===== src/rtl/core/gha_ram.sv =====
// ============================================================================
// Generic single-port-write RAM
// One write port and one read port, read data registered, read-first.
// ============================================================================
module gha_ram #(
    parameter int WIDTH = 8,
    parameter int DEPTH = 256
) (
    input  logic                     clk,
    input  logic                     we,
    input  logic [$clog2(DEPTH)-1:0] waddr,
    input  logic [WIDTH-1:0]         wdata,
    input  logic                     re,
    input  logic [$clog2(DEPTH)-1:0] raddr,
    output logic [WIDTH-1:0]         rdata
);

    logic [WIDTH-1:0] mem [DEPTH];
    logic [WIDTH-1:0] rdata_reg;

    always_ff @(posedge clk)
    begin
        if (we)
        begin
            mem[waddr] <= wdata;
        end
        if (re)
        begin
            rdata_reg <= mem[raddr];
        end
    end

    assign rdata = rdata_reg;

endmodule


===== config.mk =====
export PLATFORM = sky130hd
export DESIGN_NAME = gha_ram
export DESIGN_NICKNAME = d
export VERILOG_FILES = /design/src/rtl/core/gha_ram.sv
export SDC_FILE = /design/constraint.sdc
export NUM_CORES = 2
export LEC_CHECK = 0
export BUFFER_PORTS_ARGS = -buffer_cell sky130_fd_sc_hd__buf_2
export CORE_AREA = 4 4 379 381
export DETAILED_ROUTE_END_ITERATION = 8
export DIE_AREA = 0 0 383 385
export GPL_ROUTABILITY_DRIVEN = 0
export PLACE_DENSITY = 0.87
export SLEW_MARGIN = 40
export SYNTH_ARGS = -nofsm -noshare
export SYNTH_HDL_FRONTEND = slang
export SYNTH_SLANG_ARGS = --single-unit

===== constraint.sdc =====
create_clock -name clk -period 2.3 [get_ports clk]
set_input_delay 0.115 -clock clk [delete_from_list [all_inputs] [get_ports clk]]
set_output_delay 0.115 -clock clk [all_outputs]
set_load 0.01 [all_outputs]

==> flow_metrics.tcl <==
set metrics [dict create \
    r2r-start "mem[101][1]" \
    std_cell_rows 138 \
    yosysUniqueCellTypes 54 \
    drv_slew 0 \
    max_freq_mhz 349 \
    path_class "flop to flop" \
    ios 35 \
    htree_levels 4 \
    min_to "mem[171][5]" \
    failed_checks "negative setup slack" \
    drive_above_1_share_pct 33.5 \
    end_kind "flop" \
    muxShareOfSynthArea_pct 14.6 \
    drtIter0Drc 11100 \
    min-delay-start "waddr[0]" \
    final_common_cell "edfxtp_1" \
    final.min_clock_period_ps 2870 \
    grt_max_degree 106 \
    cp.arrival_ps 3430 \
    synth.yosys.warnings 0 \
    cts_buffer_depth 3 \
    firstDrtPassIters 9 \
    final_cell_mix "edfxtp_1, buf_4, mux4_2" \
    final_area_um2 94100 \
    syn_avg_cell_area_um2 21.3 \
    synth-xor-area-share_pct 0 \
    postCtsSetupBuffers 0 \
    clock_latency_ps 860 \
    powerDensity_nw_per_um2 842 \
    cts_root_buf "clkbuf_16" \
    startpoint "mem[101][1]" \
    layout.cells.non_filler 6499 \
    clock_skew_ps 40.6 \
    worstRegToRegCells 7 \
    rrSetupSlack_ps -570 \
    synth_top_family_by_area "multiplexers" \
    syn_area_um2 79600 \
    fin_nets 4457 \
    ys_ff_latch 2056 \
    rsz0062_at_grt "true" \
    finalCritPeriodShare_pct 125 \
    die_area_um2 147000 \
    netlist_top_cells_area "edfxtp_1, mux4_2, mux2i_1" \
    setup_viol 8 \
    synth-compound-area-share_pct 3.42 \
    synthSimpleGateAreaFrac_pct 2.63 \
    required_ps 2860 \
    min_path_type "primary input to flop" \
    synthCells 3733 \
    setup_ws_ps -568 \
    antenna_found_initial 19 \
    path_clk_slew_ps 70 \
    reg2reg_to "rdata[1]" \
    ant_nets 0 \
    clkSinkCount 2056 \
    grt_pass1_wl_um 366000 \
    status "complete, but fails checks" \
    largest_reg_flops 2048 \
    drc 0 \
    wl_um 264000 \
    vias 48300 \
    core_um2 141000 \
    start_kind "flop" \
    p_leak_nw 30.5 \
    min_path_cells 4 \
    die_height_um 385 \
    synth_top_area_share_pct 77.5 \
    worstPathMaxFanout 1 \
    hold_violations 0 \
    synth-adder-area-share_pct 0 \
    setup_tns_ps -1870 \
    cts_inserted_buffers 192 \
    hpwl_um 133000 \
    dpl_cell_area_um2 86900 \
    wl_per_cell_um 40.7 \
    synth_top_cell_by_area "edfxtp_1" \
    slew_headroom_pct 38.1 \
    dp.cells 6113 \
    initial_core_util_pct 56.7 \
    syn2layout_area_growth_pct 18.2 \
    port_buffers 34 \
    die_w_um 383 \
    vias_per_cell 7.43 \
    cts_tree "yes" \
    worstMarginPinSlew_ps 926 \
    grt_usage_pct 35.3 \
    overflow 0 \
    synthesis.nets 3760 \
    synth_seq_area_share_pct 77.5 \
    maxCapViolCount 0 \
    vdd_drop_max_mv 0.888 \
    power_w 0.0793 \
    grt_pass1_vias 48300 \
]
logic make-up after synthesis:
| family | count (synthesis) |
|---|---|
| flip-flops | 2056 |
| AO/OA/AOI/OAI | 385 |
| buffers and inverters | 235 |
| multiplexers | 591 |
| AND/OR/NAND/NOR | 466 |
how the worst max path moves through the flow:
stage               endpoint  slack [ps]  depth (start not counted)
finish              rdata[1]        -570                          7
global route        rdata[1]        -560                          7
CTS                 rdata[0]        -110                          7
detailed placement  rdata[7]       -1180                         10
global placement    rdata[7]       -1000                         10
floorplan           rdata[2]         110                          9
report_power, final:
part / internal [W] / total [W] / switching (W) / leakage, nW
Sequential: 0.0413 / 0.0414 / 0.0000889 / 18.5
Combinational: 0.00184 / 0.00498 / 0.00314 / 8.97
Clock: 0.0179 / 0.0329 / 0.0150 / 3.07
layer usage:
metal / GRT usage (%) / vias up / routed length, µm / part of all wire [%]
met1: 40.5 / 23300 / 73200 / 28
met2: 54.5 / 6050 / 121000 / 46
met3: 13.6 / 1808 / 42700 / 16
met5: 0.860 / - / 114 / 0.043
met4: 25.5 / 12 / 27600 / 10
li1: - / 17100 / - / -
per-stage QoR:
stage / setup slack, ps / utilization [%] / hold slack (ps)
2_1_floorplan: 109 / - / 214
3_3_place_gp: -997 / 61.8 / 567
3_5_place_dp: -1180 / 61.8 / 566
4_1_cts: -112 / 66.7 / 2.49
5_1_grt: -556 / 66.9 / 60.6
6_report: -568 / 67.0 / 92.4
final cells by class:
class	instances	area [µm²]
Tap cell	1890	2360
Clock inverter	130	1320
Clock buffer	228	4980
Fill cell	7777	46400
Sequential cell	2056	61700
Antenna cell	15	37.5
Timing Repair Buffer	736	6540
Multi-Input combinational cell	1442	17100
Inverter	2	7.51
synth_stat cells (all sizes together):
library cell	instances
nor4	27
a31oi	2
o22ai	28
a21boi	1
nor3	22
nor4b	1
a211oi	16
inv	1
a221oi	14
a311oi	2
nand2b	8
o22a	5
or3b	1
o32ai	5
edfxtp	2056
nand3	34
a21oi	96
a2111oi	5
nor3b	1
a22o	8
o21ai	12
nor2b	31
o221ai	47
or2b	1
and3	1
mux2	1
mux2i	134
nand2	33
nand3b	2
buf	122
o211ai	10
a22oi	133
clkbuf	111
and3b	2
or2	4
clkinv	1
nor2	282
o311ai	1
and2	6
mux4	456
nand4	10
critical path: stages (launching register included):
cell and delay (ps):
edfxtp_1 420, mux4_2 560, nor2b_1 210, a211oi_4 480
nor3_1 180, nor4_4 450, buf_4 230, nor4_2 40
repair_timing:
action                     CTS  global route
resized for setup           72            36
pin swaps                   26            15
hold buffers                13             1
setup endpoints to repair    8             8
hold endpoints to repair   406           125
No activity file was read; power rests on OpenSTA's default activity.
